[src/sv/tcce_pkg.sv]
// ----------------------------------------------------------------------------
// Text console character engine package
// Shared types, codes and default sizes for the console engine.
// ----------------------------------------------------------------------------
`default_nettype none

package tcce_pkg;

    // Default screen geometry.
    localparam int COLUMNS_DEF = 80;
    localparam int ROWS_DEF    = 25;

    // Cursor step of a tab.
    localparam int TAB_STEP = 8;

    // Depth of the command queue between the front and back parts.
    localparam int QUEUE_DEPTH = 4;

    // Character codes.
    localparam logic [7:0] PRINT_LO   = 8'd32;
    localparam logic [7:0] PRINT_HI   = 8'd126;
    localparam logic [7:0] BLANK_CHAR = 8'd32;
    localparam logic [7:0] CHAR_BS    = 8'd8;
    localparam logic [7:0] CHAR_TAB   = 8'd9;
    localparam logic [7:0] CHAR_LF    = 8'd10;
    localparam logic [7:0] CHAR_FF    = 8'd12;
    localparam logic [7:0] CHAR_CR    = 8'd13;

    // Action codes of an input beat.
    localparam logic ACTION_PUT  = 1'b0;
    localparam logic ACTION_READ = 1'b1;

    // Configuration port.
    localparam int CFG_IDX_W  = 2;
    localparam int CFG_DATA_W = 4;
    localparam logic [CFG_IDX_W-1:0] CFG_TEXT_COLOR       = 2'd0;
    localparam logic [CFG_IDX_W-1:0] CFG_BACKGROUND_COLOR = 2'd1;
    localparam logic [CFG_IDX_W-1:0] CFG_BLINK_ENABLE     = 2'd2;

    localparam logic [3:0] RESET_TEXT_COLOR       = 4'd0;
    localparam logic [2:0] RESET_BACKGROUND_COLOR = 3'd4;
    localparam logic       RESET_BLINK_ENABLE     = 1'b0;

    typedef struct packed {
        logic        action;
        logic [7:0]  char_code;
        logic [10:0] cell_address;
    } in_item_t;

    typedef struct packed {
        logic [15:0] cell_data;
        logic [4:0]  cursor_row;
        logic [6:0]  cursor_col;
    } out_item_t;

    typedef enum logic [3:0] {
        OP_NOP,
        OP_READ,
        OP_READ_NONE,
        OP_PRINT,
        OP_TAB,
        OP_LINE_FEED,
        OP_CLEAR,
        OP_BACKSPACE,
        OP_RETURN
    } op_t;

    typedef struct packed {
        op_t         op;
        logic [7:0]  char_code;
        logic [10:0] cell_address;
    } cmd_t;

    typedef enum logic [1:0] {
        ST_IDLE,
        ST_READ,
        ST_SCROLL,
        ST_BLANK
    } state_t;

endpackage

`default_nettype wire

[src/sv/tcce_front.sv]
// ----------------------------------------------------------------------------
// Console engine front end
// Accepts input beats, classifies them into commands and registers them.
// ----------------------------------------------------------------------------
`default_nettype none

module tcce_front
    import tcce_pkg::*;
#(
    parameter int CELLS = COLUMNS_DEF * ROWS_DEF
) (
    input  wire logic     aclk,
    input  wire logic     aresetn,
    input  wire logic     s_valid,
    output logic          s_ready,
    input  wire in_item_t s_data,
    output logic          cmd_valid,
    input  wire logic     cmd_ready,
    output cmd_t          cmd
);

    logic cmd_valid_reg;
    logic cmd_valid_next;
    cmd_t cmd_reg;
    cmd_t cmd_next;
    op_t  op_class;

    always_comb begin
        op_class = OP_NOP;
        if (s_data.action == ACTION_READ) begin
            // Out-of-range reads answer zero without touching the screen.
            if (32'(s_data.cell_address) < 32'(CELLS)) begin
                op_class = OP_READ;
            end else begin
                op_class = OP_READ_NONE;
            end
        end else if (s_data.char_code >= PRINT_LO && s_data.char_code <= PRINT_HI) begin
            op_class = OP_PRINT;
        end else begin
            case (s_data.char_code)
                CHAR_TAB: op_class = OP_TAB;
                CHAR_LF:  op_class = OP_LINE_FEED;
                CHAR_FF:  op_class = OP_CLEAR;
                CHAR_BS:  op_class = OP_BACKSPACE;
                CHAR_CR:  op_class = OP_RETURN;
                default:  op_class = OP_NOP;
            endcase
        end
    end

    assign s_ready   = !cmd_valid_reg || cmd_ready;
    assign cmd_valid = cmd_valid_reg;
    assign cmd       = cmd_reg;

    always_comb begin
        cmd_valid_next = cmd_valid_reg && !cmd_ready;
        cmd_next       = cmd_reg;
        if (s_valid && s_ready) begin
            cmd_valid_next         = 1'b1;
            cmd_next.op            = op_class;
            cmd_next.char_code     = s_data.char_code;
            cmd_next.cell_address  = s_data.cell_address;
        end
    end

    always_ff @(posedge aclk) begin
        if (!aresetn) begin
            cmd_valid_reg <= 1'b0;
        end else begin
            cmd_valid_reg <= cmd_valid_next;
        end
    end

    always_ff @(posedge aclk) begin
        cmd_reg <= cmd_next;
    end

endmodule

`default_nettype wire

[config.mk]
export PLATFORM = sky130hd
export DESIGN_NAME = tcce_front
export DESIGN_NICKNAME = d
export VERILOG_FILES = /design/src/sv/tcce_pkg.sv /design/src/sv/tcce_front.sv
export SDC_FILE = /design/constraint.sdc
export NUM_CORES = 1
export LEC_CHECK = 0
export ABC_CLOCK_PERIOD_IN_PS = 2230
export BUFFER_PORTS_ARGS = -buffer_cell sky130_fd_sc_hd__buf_2
export CORE_MARGIN = 1
export CORE_UTILIZATION = 45
export CTS_CLUSTER_DIAMETER = 50
export DETAILED_ROUTE_END_ITERATION = 10
export HOLD_SLACK_MARGIN = 0.03
export PLACE_DENSITY_LB_ADDON = 0.1
export SLEW_MARGIN = 25
export SYNTH_ARGS = -nofsm -noshare
export SYNTH_HDL_FRONTEND = slang
export SYNTH_SLANG_ARGS = --single-unit
[constraint.sdc]
create_clock -name aclk -period 2.23 [get_ports aclk]
set_input_delay 0.223 -clock aclk [delete_from_list [all_inputs] [get_ports aclk]]
set_output_delay 0.223 -clock aclk [all_outputs]
set_load 0.1 [all_outputs]
After elaboration in Yosys (flattened, before gate mapping):

Cells that the tools add are included.

* register bits after elaboration: 24
* input port bits: 24
* output and inout port bits: 25
* logic and storage cells: 23

* order comparisons: 3
* eq/ne operators: 5
* multiplexer cells: 5
* reduce and logical (&&, ||, !) cells: 6

Operators by type and width (count)
* 8-bit by 4-bit == test with 1-bit output (second input constant): 5
* 4-bit case mux with 5 select lines: 1
* 11-bit < comparator (second input constant): 1
* 8-bit by 6-bit greater-or-equal comparator with 1-bit output (second input constant): 1
* 8-bit by 7-bit less-or-equal comparator with 1-bit output (second input constant): 1
* 4-bit two-way mux: 2
* 1-bit logical AND: 3
* 1-bit zero test: 2
* 2-bit two-way mux: 1
* 1-bit logical OR: 1
* 1-bit two-way mux: 1

Logic depth before layout (Yosys ltp):

* depth in word-level cells: 4
* depth in mapped cells: 4
* depth with buffers taken out: 4

Least setup slack after synthesis:

No wires, ideal clock.

* kind: reg-to-reg
* start: register cmd_valid_reg, in the netlist cmd_valid
* end: register cmd_reg (netlist bit cmd[0]) (enable)
* data arrival time: 2.452 ns
* data required time: 1.873 ns
* setup slack: -0.578 ns
* stages on the path, launching flop included: 3
* path buffers: 0
* clock period less this slack: 2.808 ns
* path through: dfxtp_1 nand2b_1 and2_1

* cells in the longest elaborated chain, start to end: 3

RTL lines
* start: declaration: RTL line tcce_front.sv:22 `logic cmd_valid_reg;`
* start signal: assignment: RTL line tcce_front.sv:70 `cmd_valid_reg <= cmd_valid_next;`
* 1-bit zero test: RTL line tcce_front.sv:51 `assign s_ready = !cmd_valid_reg || cmd_ready;`
* 1-bit logical OR: RTL line tcce_front.sv:51
* via s_ready: RTL line tcce_front.sv:15 `output logic s_ready,`
* 1-bit logical AND: RTL line tcce_front.sv:58 `if (s_valid && s_ready) begin`
* end signal: assignment: RTL line tcce_front.sv:75 `cmd_reg <= cmd_next;`
* end: declaration: RTL line tcce_front.sv:24 `cmd_t cmd_reg;`

The timed path passes the listed nets, and every way through them passes these cells.
A chain may end at the register's enable or synchronous reset.

Worst setup path after layout:

* start: register cmd_valid_reg, in the netlist cmd_valid
* end: register cmd_reg (netlist bit cmd[16]) (enable)

* cells in the longest elaborated chain, start to end: 3

RTL lines (RTL line)
* 1-bit zero test: tcce_front.sv:51
* 1-bit logical OR: tcce_front.sv:51
* 1-bit logical AND: tcce_front.sv:58

No other way between the ends.

==> qor.txt <==
antenna violations before repair - 0
routability-driven placement congestion ratio - 0.689
net switching share of the total power - 35.8%
aggregate global-route resource usage - 15.1%
multiplexer share of the synthesized area - 0%
sink count of the clock tree - 24
outcome - finished clean
category of the worst setup path capture point - flop
Post-Route Setup TNS - 0 ns
part of the power in the clock network - 18.6%
largest family of logic cells by synthesized area - simple AND/OR/NAND/NOR gates
layout overhead on the synthesized area - 35.2%
timing-limited maximum frequency - 647 MHz
Worst Path Arrival - 1.48 ns
Post-CTS Setup Repair Bufs - 0
setup repair after global routing missed its margin - false
number of endpoints with negative hold slack in the final report - 0
Synth Area per Inst - 18.6 um2
flip-flop count of the largest register after layout - 23
slew margin rel. - 34.7%
Worst Path Max Fanout - 23
critical path, cell by cell - nand2b_2 > and2_1
PostCTS Resize Cnt - 0
Max-cap violations - 0
first-pass iteration count of the detailed router - 4
Comb power frac - 27.3%
pin count of the biggest net entering global routing - 24
fraction of layout cells with a size suffix above 1 - 56.1%
FF+latch count, synth - 24
startpoint kind of the worst setup timing path - flop
vias after detailed routing - 580
DRT antenna net count - 0
synthesis warning total - 0
number of distinct library cells after synthesis - 20
Adder-Cell Fraction of Synth Area - 1.17%
CTS tree - done
critical path type - reg -> reg
Placeable Area - 0.00175 mm2
number of global-route vias before repair - 537
actual transition at the worst max-transition pin - 0.979 ns
sum of routed wire length over all layers - 1.47 mm
Diodes inserted - 0
clk slew on worst S/H paths - 0.11 ns
leftover overflow at the end of global routing - 0
Port-buffer cells - 48
post-synthesis instance total - 46
top library cells by usage in the layout, fill and taps aside - sky130_fd_sc_hd__buf_2 (48), sky130_fd_sc_hd__edfxtp_1 (23), sky130_fd_sc_hd__inv_1 (3), sky130_fd_sc_hd__clkbuf_4 (3)
TritonCTS Buffers - 3
Die H - 45.6 um
clock latency reported for the late side of the worst-skew pair - 0.30 ns
Net Switching - 0.351 mW
leading cell type in the layout, fill and taps excluded - sky130_fd_sc_hd__buf_2
Tcrit/Tclk final - 69.3%
detailed-placement wirelength estimate - 1.10 mm
maximum clock path buffer count - 2
Final Slew Violations - 0
Total Die Area - 0.00208 mm2
clock period minus worst slack - 1.55 ns
compound-gate portion of the synthesized area - 6.87%
minimum hold slack - 0.0942 ns
internal power - 0.629 mW
depth of the CTS H-tree - 1
cell area after synthesis - 856 um2
number of DRC markers after the initial detailed-route iteration - 21
Synth Area in Simple Gates - 7.60%
first-pass GRT wire length - 2.12 mm
number of top-level pins - 49
maximum vdd ir drop - 0.445 mV
root buf cell - sky130_fd_sc_hd__clkbuf_4
DRC violations left - 0
hold buffer count at CTS - 0
number of nets produced by synthesis - 70
share of the yosys chip area belonging to registers - 83.0%
Slowest-stage cell, CP - sky130_fd_sc_hd__and2_1
Nets - 123
DR WL/cell - 12.0 um
required time at the endpoint of the critical path - 2.16 ns
buffers and inverters on the worst path - 0
ratio of total power to cell area - 846 mW/mm2
synthesized-area fraction occupied by xor and xnor cells - 0%
biggest cell delay along the critical path - 0.77 ns
effective utilization at floorplan - 49.0%
sequential fraction of design power - 54.1%
Static Leakage - 0.489 nW
FP Rows - 15
Chip Width - 45.6 um
per-cell via count in the routed design - 4.72
setup skew after layout - 0.00854 ns
final count of negative-setup-slack endpoints - 0
worst hold path type - in -> reg
Crit path max-delay family - simple AND/OR/NAND/NOR gates
==> metal layers <==
metal,global-route usage [%],vias up,routed length [um]
li1,-,284,-
met1,15.3,266,530
met2,26.9,28,820
met3,4.76,2,113
met4,8.48,0,9
met5,0,-,0
==> power by group through the flow <==
stage | sequential, mW | combinational (mW) | clock (mW)
2_1_floorplan | 0.728 | 0.0267 | 0
3_3_place_gp | 0.541 | 0.265 | 0
3_5_place_dp | 0.541 | 0.267 | 0
4_1_cts | 0.530 | 0.268 | 0.190
5_1_grt | 0.533 | 0.275 | 0.204
6_report | 0.530 | 0.267 | 0.182
==> through the flow <==
| stage | power, mW | area (um2) | utilization, % | setup WS, ns | instances |
|---|---|---|---|---|---|
| floorplan | 0.755 | 860 | - | 0.180 | 46 |
| global placement | 0.806 | 1130 | 64.8 | 0.669 | 119 |
| detailed placement | 0.808 | 1130 | 64.8 | 0.641 | 119 |
| CTS | 0.987 | 1160 | 66.3 | 0.666 | 123 |
| global route | 1.01 | 1160 | 66.3 | 0.582 | 123 |
| finish | 0.980 | 1160 | 66.3 | 0.684 | 123 |
==> path summary, 6_finish.rpt <==
check                        from                   end  slack [ns]  cells after the start
max          cmd_valid$_SDFF_PN0_     cmd[16]$_DFFE_PP_        0.68                      2
min                     s_data[1]      cmd[1]$_DFFE_PP_        0.09                      1
max reg2reg  cmd_valid$_SDFF_PN0_     cmd[16]$_DFFE_PP_        0.68                      2
min reg2reg  cmd_valid$_SDFF_PN0_  cmd_valid$_SDFF_PN0_        0.50                      2
==> worst register-to-register path, delay by kind of cell (launching register included) <==
| kind | cells | cell delay [ns] |
|---|---|---|
| AND/OR/NAND/NOR | 2 | 0.83 |
| flip-flops | 1 | 0.34 |
==> area by class of cell <==
class	instances	area, um2
clock buffers	3	22.5
repair buffers	48	240
multi-input cells	19	136
fillers	137	588
clock inverters	1	3.75
well taps	25	31.3
inverters	3	11.3
flip-flops and latches	24	712
==> cells in the mapped netlist <==
| master | count | area share, % |
|---|---|---|
| sky130_fd_sc_hd__o2111ai_1 | 1 | 1.0 |
| sky130_fd_sc_hd__a21boi_0 | 1 | 0.88 |
| sky130_fd_sc_hd__nor2_1 | 2 | 0.88 |
| sky130_fd_sc_hd__nand4_1 | 1 | 0.73 |
| sky130_fd_sc_hd__a2bb2oi_1 | 1 | 1.0 |
| sky130_fd_sc_hd__and3_1 | 1 | 0.73 |
| sky130_fd_sc_hd__o41ai_2 | 1 | 1.9 |
| sky130_fd_sc_hd__or3_1 | 2 | 1.5 |
| sky130_fd_sc_hd__dfxtp_1 | 1 | 2.3 |
| sky130_fd_sc_hd__o21ai_0 | 1 | 0.58 |
| sky130_fd_sc_hd__nand2_1 | 1 | 0.44 |
| sky130_fd_sc_hd__edfxtp_1 | 23 | 81 |
| sky130_fd_sc_hd__maj3_1 | 1 | 1.2 |
| sky130_fd_sc_hd__nor3_1 | 1 | 0.58 |
| sky130_fd_sc_hd__nand2b_1 | 1 | 0.73 |
| sky130_fd_sc_hd__and2_1 | 1 | 0.73 |
| sky130_fd_sc_hd__a22oi_2 | 1 | 1.5 |
| sky130_fd_sc_hd__nand3_1 | 1 | 0.58 |
| sky130_fd_sc_hd__inv_1 | 3 | 1.3 |
| sky130_fd_sc_hd__nor4_1 | 1 | 0.73 |
==> cells by family after synthesis <==
| family | Yosys count |
|---|---|
| simple gates | 12 |
| fa+ha+maj | 1 |
| flops | 24 |
| buf+inv | 3 |
| compound gates | 6 |
Power figures use the tool's default switching activity.
