File: src/sv/tcce_pkg.sv
// ----------------------------------------------------------------------------
// Text console character engine package
// Shared types, codes and default sizes for the console engine.
// ----------------------------------------------------------------------------
`default_nettype none

package tcce_pkg;

    // Default screen geometry.
    localparam int COLUMNS_DEF = 80;
    localparam int ROWS_DEF    = 25;

    // Cursor step of a tab.
    localparam int TAB_STEP = 8;

    // Depth of the command queue between the front and back parts.
    localparam int QUEUE_DEPTH = 4;

    // Character codes.
    localparam logic [7:0] PRINT_LO   = 8'd32;
    localparam logic [7:0] PRINT_HI   = 8'd126;
    localparam logic [7:0] BLANK_CHAR = 8'd32;
    localparam logic [7:0] CHAR_BS    = 8'd8;
    localparam logic [7:0] CHAR_TAB   = 8'd9;
    localparam logic [7:0] CHAR_LF    = 8'd10;
    localparam logic [7:0] CHAR_FF    = 8'd12;
    localparam logic [7:0] CHAR_CR    = 8'd13;

    // Action codes of an input beat.
    localparam logic ACTION_PUT  = 1'b0;
    localparam logic ACTION_READ = 1'b1;

    // Configuration port.
    localparam int CFG_IDX_W  = 2;
    localparam int CFG_DATA_W = 4;
    localparam logic [CFG_IDX_W-1:0] CFG_TEXT_COLOR       = 2'd0;
    localparam logic [CFG_IDX_W-1:0] CFG_BACKGROUND_COLOR = 2'd1;
    localparam logic [CFG_IDX_W-1:0] CFG_BLINK_ENABLE     = 2'd2;

    localparam logic [3:0] RESET_TEXT_COLOR       = 4'd0;
    localparam logic [2:0] RESET_BACKGROUND_COLOR = 3'd4;
    localparam logic       RESET_BLINK_ENABLE     = 1'b0;

    typedef struct packed {
        logic        action;
        logic [7:0]  char_code;
        logic [10:0] cell_address;
    } in_item_t;

    typedef struct packed {
        logic [15:0] cell_data;
        logic [4:0]  cursor_row;
        logic [6:0]  cursor_col;
    } out_item_t;

    typedef enum logic [3:0] {
        OP_NOP,
        OP_READ,
        OP_READ_NONE,
        OP_PRINT,
        OP_TAB,
        OP_LINE_FEED,
        OP_CLEAR,
        OP_BACKSPACE,
        OP_RETURN
    } op_t;

    typedef struct packed {
        op_t         op;
        logic [7:0]  char_code;
        logic [10:0] cell_address;
    } cmd_t;

    typedef enum logic [1:0] {
        ST_IDLE,
        ST_READ,
        ST_SCROLL,
        ST_BLANK
    } state_t;

endpackage

`default_nettype wire

File: src/sv/tcce_queue.sv
// ----------------------------------------------------------------------------
// Console engine command queue
// A short first-in first-out queue of commands between front and back end.
// ----------------------------------------------------------------------------
`default_nettype none

module tcce_queue
    import tcce_pkg::*;
(
    input  wire logic aclk,
    input  wire logic aresetn,
    input  wire logic push_valid,
    output logic      push_ready,
    input  wire cmd_t push_cmd,
    output logic      pop_valid,
    input  wire logic pop_ready,
    output cmd_t      pop_cmd
);

    localparam int PTR_W = $clog2(QUEUE_DEPTH);

    cmd_t             entry_reg [QUEUE_DEPTH];
    logic [PTR_W-1:0] wr_ptr_reg;
    logic [PTR_W-1:0] wr_ptr_next;
    logic [PTR_W-1:0] rd_ptr_reg;
    logic [PTR_W-1:0] rd_ptr_next;
    logic [PTR_W:0]   count_reg;
    logic [PTR_W:0]   count_next;
    logic             do_push;
    logic             do_pop;

    assign push_ready = count_reg != (PTR_W+1)'(QUEUE_DEPTH);
    assign pop_valid  = count_reg != '0;
    assign pop_cmd    = entry_reg[rd_ptr_reg];
    assign do_push    = push_valid && push_ready;
    assign do_pop     = pop_valid && pop_ready;

    always_comb begin
        wr_ptr_next = wr_ptr_reg;
        rd_ptr_next = rd_ptr_reg;
        count_next  = count_reg;
        if (do_push) begin
            wr_ptr_next = wr_ptr_reg + PTR_W'(1);
        end
        if (do_pop) begin
            rd_ptr_next = rd_ptr_reg + PTR_W'(1);
        end
        if (do_push && !do_pop) begin
            count_next = count_reg + (PTR_W+1)'(1);
        end else if (!do_push && do_pop) begin
            count_next = count_reg - (PTR_W+1)'(1);
        end
    end

    always_ff @(posedge aclk) begin
        if (!aresetn) begin
            wr_ptr_reg <= '0;
            rd_ptr_reg <= '0;
            count_reg  <= '0;
        end else begin
            wr_ptr_reg <= wr_ptr_next;
            rd_ptr_reg <= rd_ptr_next;
            count_reg  <= count_next;
        end
    end

    always_ff @(posedge aclk) begin
        if (do_push) begin
            entry_reg[wr_ptr_reg] <= push_cmd;
        end
    end

endmodule

`default_nettype wire

File: config.mk
export PLATFORM = sky130hd
export DESIGN_NAME = tcce_queue
export DESIGN_NICKNAME = d
export VERILOG_FILES = /design/src/sv/tcce_pkg.sv /design/src/sv/tcce_queue.sv
export SDC_FILE = /design/constraint.sdc
export NUM_CORES = 1
export LEC_CHECK = 0
export BUFFER_PORTS_ARGS = -buffer_cell sky130_fd_sc_hd__buf_2
export CAP_MARGIN = 20
export CORE_ASPECT_RATIO = 1.25
export CORE_MARGIN = 2
export CORE_UTILIZATION = 40
export CTS_CLUSTER_SIZE = 20
export DETAILED_ROUTE_END_ITERATION = 16
export GPL_ROUTABILITY_DRIVEN = 0
export PLACE_DENSITY = 0.62
export SLEW_MARGIN = 0
export SYNTH_ARGS = -nofsm -noshare
export SYNTH_HDL_FRONTEND = slang
export SYNTH_SLANG_ARGS = --single-unit
File: constraint.sdc
create_clock -name aclk -period 4.85 [get_ports aclk]
set_clock_uncertainty 0.1 [all_clocks]
set_input_delay 0.97 -clock aclk [delete_from_list [all_inputs] [get_ports aclk]]
set_output_delay 0.97 -clock aclk [all_outputs]
set_load 0.02 [all_outputs]
# Word level (Yosys, flattened, before mapping)
# Memories as Yosys holds them, arrays and structs flattened. A register that Yosys moved wholly into a read port is not among the register bits.
# Index checks and enable logic that the tools add are counted.
[word_totals]
mem_count = 1
ramBits = 92
word_cells = 23
ff_bits = 7
out_inout_bits = 25
in_bits = 27
[classes]
addsub = 4
n_reduce_logical = 8
mux = 6
n_eq_ne = 1
[memory_table]
columns = ["name", "words", "word_bits", "rd", "rd_clocked_by_memory_dff", "wr", "line_no", "text"]
rows = [
  ["entry_reg", 4, 23, 1, 1, 1, "tcce_queue.sv:22", "cmd_t entry_reg [QUEUE_DEPTH];"],
]
[ops]
columns = ["cell", "count"]
rows = [
  ["2-to-1 mux 3 bit", 2],
  ["adder 2 x 1 -> 2 bit, second input constant", 2],
  ["logical AND 1 bit", 4],
  ["2-to-1 mux 2 bit", 2],
  ["adder 3 x 1 -> 3 bit, second input constant", 1],
  ["!= test 3 bit, second input constant", 1],
  ["nonzero test 3 bit", 1],
  ["subtractor 3 x 1 -> 3 bit, second input constant", 1],
  ["logical NOT 1 bit", 2],
  ["2-to-1 mux 1 bit", 2],
  ["nonzero test 2 bit", 1],
]

# Logic depth before layout (Yosys ltp)
# Gate-level depths: netlist (run 1).
[logic_depth]
word_depth = 6
mapped_depth = 8
depth_no_buf = 8

# Worst setup path before layout (run 1)
# No wires, ideal clock.
[synth_path]
path_type = "input -> register"
startpoint = "in push_valid"
endpoint = "reg count_reg[2]"
path_stages = 7
required_ps = 4674
setup_slack_ps = 2245
n_path_buf = 0
setup_ps = 76
arrival_time_ps = 2430
cell_sequence = "a21boi_2 ha_1 inv_1 fa_1 xor2_1 or3_1 a21boi_0"
[synth_via]
elab_chain_cells = 4
word_cells_on_any_way = 6
cone_classes = "1 x mux; 5 x reduce/logical"
[synth_rtl]
columns = ["item", "line_no", "text"]
rows = [
  ["from (decl)", "tcce_queue.sv:12", "input wire logic push_valid,"],
  ["logical AND 1 bit *", "tcce_queue.sv:35", "assign do_push = push_valid && push_ready;"],
  ["logical NOT 1 bit", "tcce_queue.sv:50", "end else if (!do_push && do_pop) begin"],
  ["logical AND 1 bit", "tcce_queue.sv:50", ""],
  ["nonzero test 2 bit (no source line)", "--", ""],
  ["to (signal assigned)", "tcce_queue.sv:63", "count_reg <= count_next;"],
  ["to (decl)", "tcce_queue.sv:27", "logic [PTR_W:0] count_reg;"],
]
# Mark *: on every way between the ends. The rest lies on a longest branch, timed or not.
# A chain may end at the register's enable or synchronous reset.

==> results, run 1 <==
- The number of nets in the synthesized netlist is approximately 200.
- The power density of the placed cells is about 530 nW/um2.
- The endpoint with the worst hold slack is wr_ptr_reg[0]$_SDFFE_PN0P_.
- The transition time at the pin with the least slew margin is 999 ps.
- The standard cell area after detailed placement is 4260 um2.
- The non-filler instance count after layout is 360.
- The synthesized design contains between 90 and 100 enable-type register cells.
- The detail route stage leaves a number of antenna-violating nets equal to 0.
- The highest signal layer in the routed design is met4.
- Of the post-synthesis cell area, the dominant cell type holds 0.718.
- Counting flops and latches in the post-synthesis netlist gives roughly 100.
- The startpoint identified for the worst register-to-register timing path is count_reg[0]$_SDFFE_PN0P_.
- The overall global routing resource usage is 0.129.
- The leakage power is between 1.5 and 2 nW.
- The initial utilization of the core area, before any placement, comes to 0.405.
- The number of antenna violations at the first check in global routing is 0.
- The startpoint kind of the worst setup timing path is a flop.
- The TritonCTS clock tree is built.
- The post-CTS clock slew at the launch and capture registers of the worst setup and hold paths is 60 ps.
- The HPWL after detailed placement is 3910 um.
- Summed over all layers, the routed wires come to around 6000 um.
- The top flip-flop cell by instance count after synthesis is sky130_fd_sc_hd__edfxtp_1.
- The via count of the first global-routing pass is 1863.
- The average wire per standard cell is approximately 17 um.
- The first routing iteration left between 80 and 90 violations.
- The number of distinct library cells after synthesis is 24.
- The final-report hold violation count is 0.
- The first TritonRoute pass finished after 4 iterations.
- Yosys instantiated no cell more often than sky130_fd_sc_hd__edfxtp_1.
- The initialized floorplan defines 40 standard-cell rows.
- The wire length of the first global-routing pass is between 9000 and 10000 um.
- The instance count of the mapped netlist is ~170.
- The biggest area contributor in the post-synthesis netlist is sky130_fd_sc_hd__edfxtp_1.
- The number of placed instances, taps included, is ~340.
- Subtracting the final worst setup slack from the clock period gives approximately 3100 ps.
- The worst setup path is captured at an output port.
- In this run the register-to-register setup slack is approximately 2400 ps.
- The share of the clock period used by the worst path after layout is 0.649.
- In this run the number of H-tree levels came out at 3.
- At the later pin of the worst-skew pair, clock insertion delay measures 330 ps.
- The sequential area share after synthesis is 0.765.
- The share of flip-flops with an asynchronous set or reset is 0.
- For this design the top-level I/O count stands at between 50 and 60.
- In this run the standard cell core region covers 9510 um2.
- The final route contains 1736 vias.
- After the last flow step, the layout net total stands at 262.
- The number of buffers inserted for hold repair after clock tree synthesis is 0.
- The floorplan step set the die width to a little over 90 um.
- The end of the worst register-to-register path is entry_reg[1][19]$_DFFE_PP_.
- In this run the worst hold path is classified as flop to flop.
- The largest net degree at the start of global routing is 24.
- The reported max-cap violation count is 0.
- The flow ran to the end, and the final reports show no timing, DRC or antenna violations.
- Ranked by instance count, the synthesized netlist is headed by sky130_fd_sc_hd__edfxtp_1, sky130_fd_sc_hd__mux4_2, sky130_fd_sc_hd__dfxtp_1.
- The max-slew violation total from the final report is 0.
- The power consumption is between 2 and 2.5 mW.
- Along the worst hold path, the cell count comes to 2.
- Post-CTS timing repair inserted 0 buffers for setup.
- Yosys printed 0 warnings.
- The relative slew slack is 0.334.
- The count of filler cells inserted in the layout is around 810.
- The register with the most flip-flops in the layout has approximately 90 of them.
- For this run, design rule violations remaining after detail routing come to 0.
- By startpoint and endpoint, the worst setup path is classified as flop to output port.
- The die area is around 10000 um2.
- The total number of clock tree sinks is between 100 and 150.
- Setup repair after global routing left no endpoint under its margin.
- The start point of the worst hold path is wr_ptr_reg[0]$_SDFFE_PN0P_.
- The die is 114 um tall.
- The total of endpoints with negative setup slack in the final report is 0.
- The worst-case IR drop observed on VDD is 0.000262 V.
- Derived from the worst setup path, the maximum achievable clock frequency is approximately 320 MHz.
- The clock buffer count from CTS is 9.
- During placement, the flow inserted port buffers numbering 51.
- Of the cells placed in the final design, the portion with a size suffix greater than 1 is 0.402.
- Post-CTS repair changed the size of 0 cells.
- In the routed layout, each cell is associated on average with a via count of 4.82.
- The routed design uses ~3200 um of met2 wire.
- The cell area that synthesis handed to floorplanning was 3850 um2.
- The longest clock path from root to sink contains 2 buffers.
- The met1 wire length is around 2500 um.
- After routing the design area is about 4600 um2.
- The count of antenna diodes in the layout is 0.
- The required time of the worst setup path is between 3000 and 4000 ps.
- The average cell area after synthesis is 22.9 um2.
- After routing, the total negative slack on setup checks comes to 0 ps.
- The cell count of the worst reg-to-reg path is 4.
- Yosys attributes the largest share of cell area to sky130_fd_sc_hd__edfxtp_1, sky130_fd_sc_hd__mux4_2, sky130_fd_sc_hd__dfxtp_1, sky130_fd_sc_hd__mux4_1, sky130_fd_sc_hd__ha_1.
- The total grt overflow is 0.
- Detailed routing placed a total of approximately 280 um of wire on met3.
- In this run the clock root is driven by a sky130_fd_sc_hd__clkbuf_16.
- Compared with the post-synthesis result, the final layout area differs by 18.8%.
- The worst path arrival time is approximately 2100 ps.
- The worst-path maximum fanout is 23.
## per-stage QoR
step / util / setup slack, ps / hold WS (ps)
6_report: 0.481 / 1700 / 396
2_1_floorplan: - / 2240 / 368
4_1_cts: 0.478 / 1600 / 404
5_1_grt: 0.481 / 1550 / 433
3_3_place_gp: 0.443 / 1950 / 388
3_5_place_dp: 0.448 / 1930 / 393
## final cells by class
cell class / count / area (um2) / area share
repair buffers: 56 / 340 / 0.0744
flip-flops and latches: 101 / 2940 / 0.644
inverters: 3 / 11.3 / 0.00246
clock inverters: 7 / 65.1 / 0.0142
well taps: 126 / 158 / 0.0345
multi-input cells: 58 / 830 / 0.181
clock buffers: 9 / 225 / 0.0492
## placed cells by master (no fill, tap or decap), drive strengths merged, types with 2 or more instances in the layout
master and n:
or3 2, xnor2 3, edfxtp 92, buf 56
a21boi 2, ha 5, clkinv 5, dfxtp 9
and2 8, nand2 5, mux2i 3, mux4 23
inv 4, clkbuf 9
## worst max path at each step
stage,end,slack [ps],cells after the start
detailed placement,entry_reg[1][0]$_DFFE_PP_,1930,4
global placement,entry_reg[3][17]$_DFFE_PP_,1950,3
finish,pop_cmd[18],1700,2
floorplan,count_reg[2]$_SDFFE_PN0P_,2240,7
global route,pop_cmd[18],1550,2
CTS,pop_cmd[18],1600,2
## layer usage
layer / GRT usage / vias up
met4: 0.0627 / 0
met3: 0.0383 / 9
met1: 0.148 / 883
li1: - / 806
met5: 0 / -
met2: 0.222 / 38
## critical path, cell delays in order, from the launching register on
cell	delay, ps
sky130_fd_sc_hd__dfxtp_2	860
sky130_fd_sc_hd__mux4_1	690
sky130_fd_sc_hd__buf_2	190
## power breakdown
| part | switching, mW | internal, mW | leakage [nW] |
|---|---|---|---|
| combinational | 0.302 | 0.281 | 0.504 |
| sequential | 0.0940 | 1.06 | 0.918 |
| clock | 0.288 | 0.397 | 0.145 |
| total | 0.685 | 1.74 | 1.57 |
## kinds of logic after synthesis
logic type                 count (synthesis)  synth area share
DFF                                      101             0.765
muxes                                     26             0.145
and+or+nand+nor                           17            0.0237
buffers and inverters                      9            0.0198
adders and majority gates                  6            0.0215
AOI/OAI and AO/OA                          5            0.0159
xor gates and xnor gates                   4           0.00910
Note: power is estimated with default switching activity, not from simulation.
==> run 2, diff against run 1 <==
- PLACE_DENSITY: 0.62 -> 0.64
- clock period: 4.85 -> 2.76 ns (I/O delays scaled with it)
==> results, run 2 (synthesis results as in run 1) <==
- The worst-path maximum fanout is 14 (-39%).
- The switching portion of total power came to 0.277 (-0.00535).
- The clock buffer count from CTS is 9 (unchanged).
- The startpoint kind of the worst setup timing path is a flop.
- The share of the clock period used by the worst path after layout is 0.899.
- The count of port buffers added during placement is 51 (unchanged).
- The flip-flop count of the largest register after layout came to 92 (unchanged).
- The total number of clock tree sinks was 101 (unchanged).
- The wire length of the first global-routing pass came to 9760 um (-0.77%).
- The critical path goes through buf_12 -> mux4_2 -> buf_2.
- The required time of the worst setup path came to 2110 ps (-1670 ps).
- The width of the chip is 91.7 um (unchanged).
- The wire length after detailed routing is 6130 um (+1.5%).
- STA classifies the critical path endpoint as an output port.
- The commonest non-fill, non-tap cell in the layout is sky130_fd_sc_hd__edfxtp_1.
- The number of instances resized during post-cts repair is 0 (unchanged).
- The leakage power is 1.59 nW (+1.3%).
- The post-CTS clock slew at the launch and capture registers of the worst setup and hold paths came to 60 ps (about the same).
- The die area was 10400 um2 (unchanged).
- The total grt overflow is 0 (unchanged).
- The core occupancy in the finished layout was 0.487 (+0.00592).
- The critical setup path kind is flop to output port.
- The number of buffers on the longest clock path is 2 (unchanged).
- The count of filler cells inserted in the layout was 808 (-0.49%).
- The count of buffer and inverter cells on the critical path is 2 (+1).
- The average wire per standard cell is 16.9 um (+0.91%).
- The total of endpoints with negative setup slack in the final report is 0 (unchanged).
- The clock latency at the later pin of the worst-skew pair was 340 ps (about the same).
- The worst path needs ~2500 ps of the cycle, external delays included.
- The area of all placed cells without fillers is 4630 um2 (+1.2%).
- The total iterations of the first detailed-routing run is 4 (unchanged).
- The height of the chip is 114 um (unchanged).
- The area added between synthesis and finish is 20.3%.
- The overall via count from detail_route is 1766 (+1.7%).
- The remaining antenna violation count after routing was 0 (unchanged).
- The initial standard-cell utilization of the core is 0.405 (unchanged).
- The non-filler instance count after layout came to 362 (+0.56%).
- The clock network fraction of design power is 0.288 (+0.005).
- The switching power came to 1.21 mW (+77%).
- The number of nets in the layout was 264 (+0.76%).
- The cell with the biggest individual delay on the critical path is sky130_fd_sc_hd__dfxtp_2.
- The number of rows created at floorplan came to 40 (unchanged).
- The number of antenna violations at the first check in global routing was 0 (unchanged).
- The reported max-cap violation count came to 0 (unchanged).
- The share of total power in sequential cells is 0.455 (-0.022).
- The final-layout worst hold slack was 321 ps (-75.0 ps).
- The master cell of the clock root buffer is sky130_fd_sc_hd__clkbuf_16.
- The buffer count from post-CTS setup fixing is 0 (unchanged).
- The power density of the placed cells is 943 nW/um2 (+78%).
- The overall global routing resource usage is 0.130 (+0.000612).
- The maximum level of the CTS H-tree is 3 (unchanged).
- The worst stage delay on the critical path came to 550 ps (-310 ps).
- The worst-case vdd ir drop is 0.000472 V (+80%).
- The total placed cells including tap cells is 346 (+0.87%).
- The part of the total power dissipated in combinational logic is 0.257 (+0.016).
- The transition time at the pin with the least slew margin is 515 ps (-484 ps).
- The total I/O pin count is 52 (unchanged).
- The area of the placeable core is 9510 um2 (unchanged).
- The standard cell area after detailed placement is 4330 um2 (+1.6%).
- The worst path arrival time was 1830 ps (-250 ps).
- The number of buffers inserted for hold repair after clock tree synthesis is 0 (unchanged).
- The number of design-rule violations left by the first detailed-router iteration is 102 (+15%).
- The count of antenna diodes in the layout is 0 (unchanged).
- The largest net degree at the start of global routing is 19 (-21%).
- The run finished with clean final reports.
- Setup repair after global routing left no endpoint under its margin.
- The TritonCTS clock tree is built.
- The total negative slack is 0 ps (unchanged).
- The cell internal power dissipation is 3.15 mW (+81%).
- The final-report hold violation count is 0 (unchanged).
- The top cell types in the final layout, fill and taps aside, are sky130_fd_sc_hd__edfxtp_1, sky130_fd_sc_hd__buf_2, sky130_fd_sc_hd__mux4_2, sky130_fd_sc_hd__clkbuf_16.
- The kind of cell with the highest combined delay along the critical path is flip-flops.
- The top achievable clock speed is 403 MHz.
- The max-slew violation total from the final report is 0 (unchanged).
- The relative slew slack was 0.656 (+0.323).
- The type of the most critical hold path is primary input to flop.
- The share of layout cells above drive strength 1 was 0.407 (+0.00507).
- The detailed-route vias per instance is 4.88 (+1.2%).
- The via count of the first global-routing pass is 1838 (-1.3%).
- The HPWL after detailed placement is 3920 um (+0.17%).
- The final routed DRC violation total is 0 (unchanged).
[run 2: path summary, 6_finish.rpt]
path                                                 start                    endpoint  slack, ps  cells after the start
worst max-delay path                                  flop                 pop_cmd[13]        280                      3
worst min-delay path                           push_cmd[1]   entry_reg[1][1]$_DFFE_PP_        320                      1
worst max register to register   count_reg[0]$_SDFFE_PN0P_   count_reg[2]$_SDFFE_PN0P_        540                      8
worst min register to register  wr_ptr_reg[0]$_SDFFE_PN0P_  wr_ptr_reg[0]$_SDFFE_PN0P_        400                      2
[run 2: final cells by class]
type / instances / area [um2] / share of cell area
flip-flops and latches: 101 / 2940 / 0.636
multi-input cells: 58 / 830 / 0.179
repair buffers: 58 / 383 / 0.0827
clock buffers: 13 / 260 / 0.0562
well taps: 126 / 158 / 0.0341
clock inverters: 3 / 43.8 / 0.00946
inverters: 3 / 11.3 / 0.00243
[run 2: power groups by stage]
stage	clock network [mW]	logic [mW]	registers (mW)
after floorplan	0	0.877	1.96
after global placement	0	1.15	2.02
after detailed placement	0	1.15	2.02
after CTS	1.28	1.15	1.99
after global routing	1.35	1.21	2.01
final	1.26	1.12	1.98
[run 2: layer usage]
| metal | global-route usage | routed length (um) |
|---|---|---|
| met1 | 0.161 | 2600 |
| met2 | 0.204 | 3110 |
| met3 | 0.0357 | 257 |
| met4 | 0.0776 | 157 |
| met5 | 0 | 0 |
[run 2: through the flow]
step / total power [mW] / worst slack (ps)
after floorplan: 2.84 / 547
after global placement: 3.16 / 592
after detailed placement: 3.17 / 532
after CTS: 4.43 / 218
after global routing: 4.58 / 142
final: 4.36 / 280
==> run 3, diff against run 2 <==
- CORE_ASPECT_RATIO: 1.25 -> default
==> results, run 3 (synthesis results as in run 1) <==
- The number of buffers on the longest clock path is 2 (unchanged).
- The share of layout cells above drive strength 1 came to 0.415 (+0.00847).
- The met1 wire length is 2790 um (+7.4%).
- The wire length on met2 is 3090 um (-0.61%).
- The reported max-cap violation count was 0 (unchanged).
- The clock latency at the later pin of the worst-skew pair was 360 ps (+20 ps).
- The register-to-register path setup slack is 360 ps (-180 ps).
- The commonest non-fill, non-tap cell in the layout is sky130_fd_sc_hd__edfxtp_1.
- The worst setup path is captured at an output port.
- The total negative slack is 0 ps (unchanged).
- The max-slew violation total from the final report came to 0 (unchanged).
- The clock network fraction of design power is 0.236 (-0.052).
- The width of the chip is 102 um (+11%).
- The worst setup path is launched from a flop.
- The number of antenna violations at the first check in global routing is 0 (unchanged).
- The required time of the worst setup path came to 2110 ps (about the same).
- The total placed cells including tap cells is 349 (+0.87%).
- The count of filler cells inserted in the layout was 779 (-3.6%).
- The clock period minus worst slack is 2430 ps (-49.1 ps).
- The number of nets in the layout came to 264 (unchanged).
- The die area is 10400 um2 (about the same).
- The overall global routing resource usage came to 0.126 (-0.00369).
- The worst hold path begins at push_cmd[16].
- The clock buffer count from CTS is 9 (unchanged).
- The part of the total power dissipated in combinational logic is 0.279 (+0.022).
- The endpoint identified for the worst register-to-register timing path is count_reg[2]$_SDFFE_PN0P_.
- The overall via count from detail_route is 1777 (+0.62%).
- The worst-case vdd ir drop is 0.000279 V (-41%).
- The cell internal power dissipation was 2.81 mW (-11%).
- The largest net degree at the start of global routing came to 24 (+5).
- The count of cells along the worst hold path was 1 (unchanged).
- The switching portion of total power is 0.303 (+0.0259).
- The remaining antenna violation count after routing is 0 (unchanged).
- The HPWL after detailed placement is 3790 um (-3.2%).
- The highest signal layer in the routed design is met4.
- The number of buffers inserted for hold repair after clock tree synthesis is 0 (unchanged).
- The area of the placeable core is 9280 um2 (-2.4%).
- The count of antenna diodes in the layout came to 0 (unchanged).
- The area occupied by multi-input gates came to 830 um2 (unchanged).
- The total of endpoints with negative setup slack in the final report is 0 (unchanged).
- The flip-flop count of the largest register after layout is 92 (unchanged).
- The worst-path maximum fanout is 6 (-8).
- TritonCTS built the clock tree.
- The buffer count from post-CTS setup fixing was 0 (unchanged).
- The worst path arrival time is 1780 ps (-50 ps).
- The total I/O pin count is 52 (unchanged).
- The leakage power is 1.52 nW (-4.1%).
- The area added between synthesis and finish is 16.2%.
- The average wire per standard cell is 16.9 um (-0.26%).
- The wire length of the first global-routing pass is 9380 um (-3.8%).
- The total number of clock tree sinks was 101 (unchanged).
- The type of the most critical hold path is primary input to flop.
- The endpoint with the worst hold slack is entry_reg[3][16]$_DFFE_PP_.
- The master cell of the clock root buffer is sky130_fd_sc_hd__clkbuf_8.
- The cell count of the worst reg-to-reg path was 8 (unchanged).
- The non-filler instance count after layout is 365 (+0.83%).
- The maximum level of the CTS H-tree is 3 (unchanged).
- The via count of the first global-routing pass is 1785 (-2.9%).
- The number of instances resized during post-cts repair was 0 (unchanged).
- The top achievable clock speed is 411 MHz (+2.0%).
- The transition time at the pin with the least slew margin is 367 ps (-148 ps).
- The total iterations of the first detailed-routing run is 4 (unchanged).
- The sum of met3 wire segment lengths after detailed routing is 186 um (-28%).
- The final routed DRC violation total came to 0 (unchanged).
- The flow ran to the end, and the final reports show no timing, DRC or antenna violations.
- Setup repair after global routing left no endpoint under its margin.
- The height of the chip came to 102 um (-10%).
- The number of rows created at floorplan came to 35 (-13%).
- The initial standard-cell utilization of the core is 0.415 (+0.00982).
- The count of port buffers added during placement is 51 (unchanged).
- The relative slew slack is 0.755 (+0.0986).
- The total grt overflow was 0 (unchanged).
- The worst setup path is of the flop to output port kind.
- The wire length after detailed routing was 6160 um (+0.57%).
- The register cell area after layout was 2940 um2 (unchanged).
- The power density of the placed cells was 902 nW/um2 (-4.3%).
- In the layout the commonest cells are sky130_fd_sc_hd__edfxtp_1, sky130_fd_sc_hd__buf_2, sky130_fd_sc_hd__mux4_2, sky130_fd_sc_hd__clkbuf_8.
- The final-report hold violation count is 0 (unchanged).
- The share of total power in sequential cells is 0.486 (+0.031).
- The worst reg2reg path startpoint is count_reg[0]$_SDFFE_PN0P_.
- The switching power is 1.22 mW (+1.1%).
- The post-CTS clock slew at the launch and capture registers of the worst setup and hold paths is 100 ps (+40 ps).
- The detailed-route vias per instance is 4.87 (-0.20%).
- The number of design-rule violations left by the first detailed-router iteration came to 61 (-40%).
- The share of the clock period used by the worst path after layout was 0.881 (-0.0178).
[run 3: metrics by stage]
stage | instance area (um2) | setup WS [ps] | power, mW | hold WS [ps] | util
finish | 4470 | 329 | 4.03 | 302 | 0.482
global route | 4470 | 184 | 4.24 | 275 | 0.482
detailed placement | 4270 | 359 | 3.15 | 398 | 0.460
global placement | 4270 | 416 | 3.13 | 393 | 0.460
CTS | 4470 | 271 | 4.10 | 275 | 0.482
floorplan | 3850 | 547 | 2.84 | 368 | -
[run 3: worst max-delay path, cell delays in order, from the launching register on]
cell and delay (ps):
sky130_fd_sc_hd__dfxtp_2 460, sky130_fd_sc_hd__buf_4 230, sky130_fd_sc_hd__mux4_1 550, sky130_fd_sc_hd__buf_2 180
[run 3: layout make-up]
cell class / instances / share of cell area
flip-flops and latches: 101 / 0.658
multi-input cells: 58 / 0.186
repair buffers: 58 / 0.0716
well taps: 129 / 0.0361
clock buffers: 9 / 0.0277
clock inverters: 7 / 0.0182
inverters: 3 / 0.00252
[run 3: worst max path at each step]
stage | from | endpoint | slack [ps]
after floorplan | count_reg[0]$_SDFFE_PN0P_ | count_reg[2]$_SDFFE_PN0P_ | 550
after global placement | push_valid | count_reg[2]$_SDFFE_PN0P_ | 420
after detailed placement | push_valid | count_reg[2]$_SDFFE_PN0P_ | 360
after CTS | flop | pop_cmd[9] | 270
after global routing | count_reg[0]$_SDFFE_PN0P_ | count_reg[2]$_SDFFE_PN0P_ | 180
final | flop | pop_cmd[9] | 330
[run 3: power groups by stage]
stage	sequential (mW)	combinational [mW]	clock (mW)
floorplan	1.96	0.877	0
global placement	1.99	1.14	0
detailed placement	2.00	1.15	0
CTS	1.96	1.15	0.982
global route	1.98	1.22	1.04
finish	1.96	1.12	0.950
[run 3: per-layer routing]
layer	vias up	global-route usage
met5	-	0
met4	0	0.0677
met3	8	0.0308
met2	35	0.202
met1	927	0.159
li1	807	-
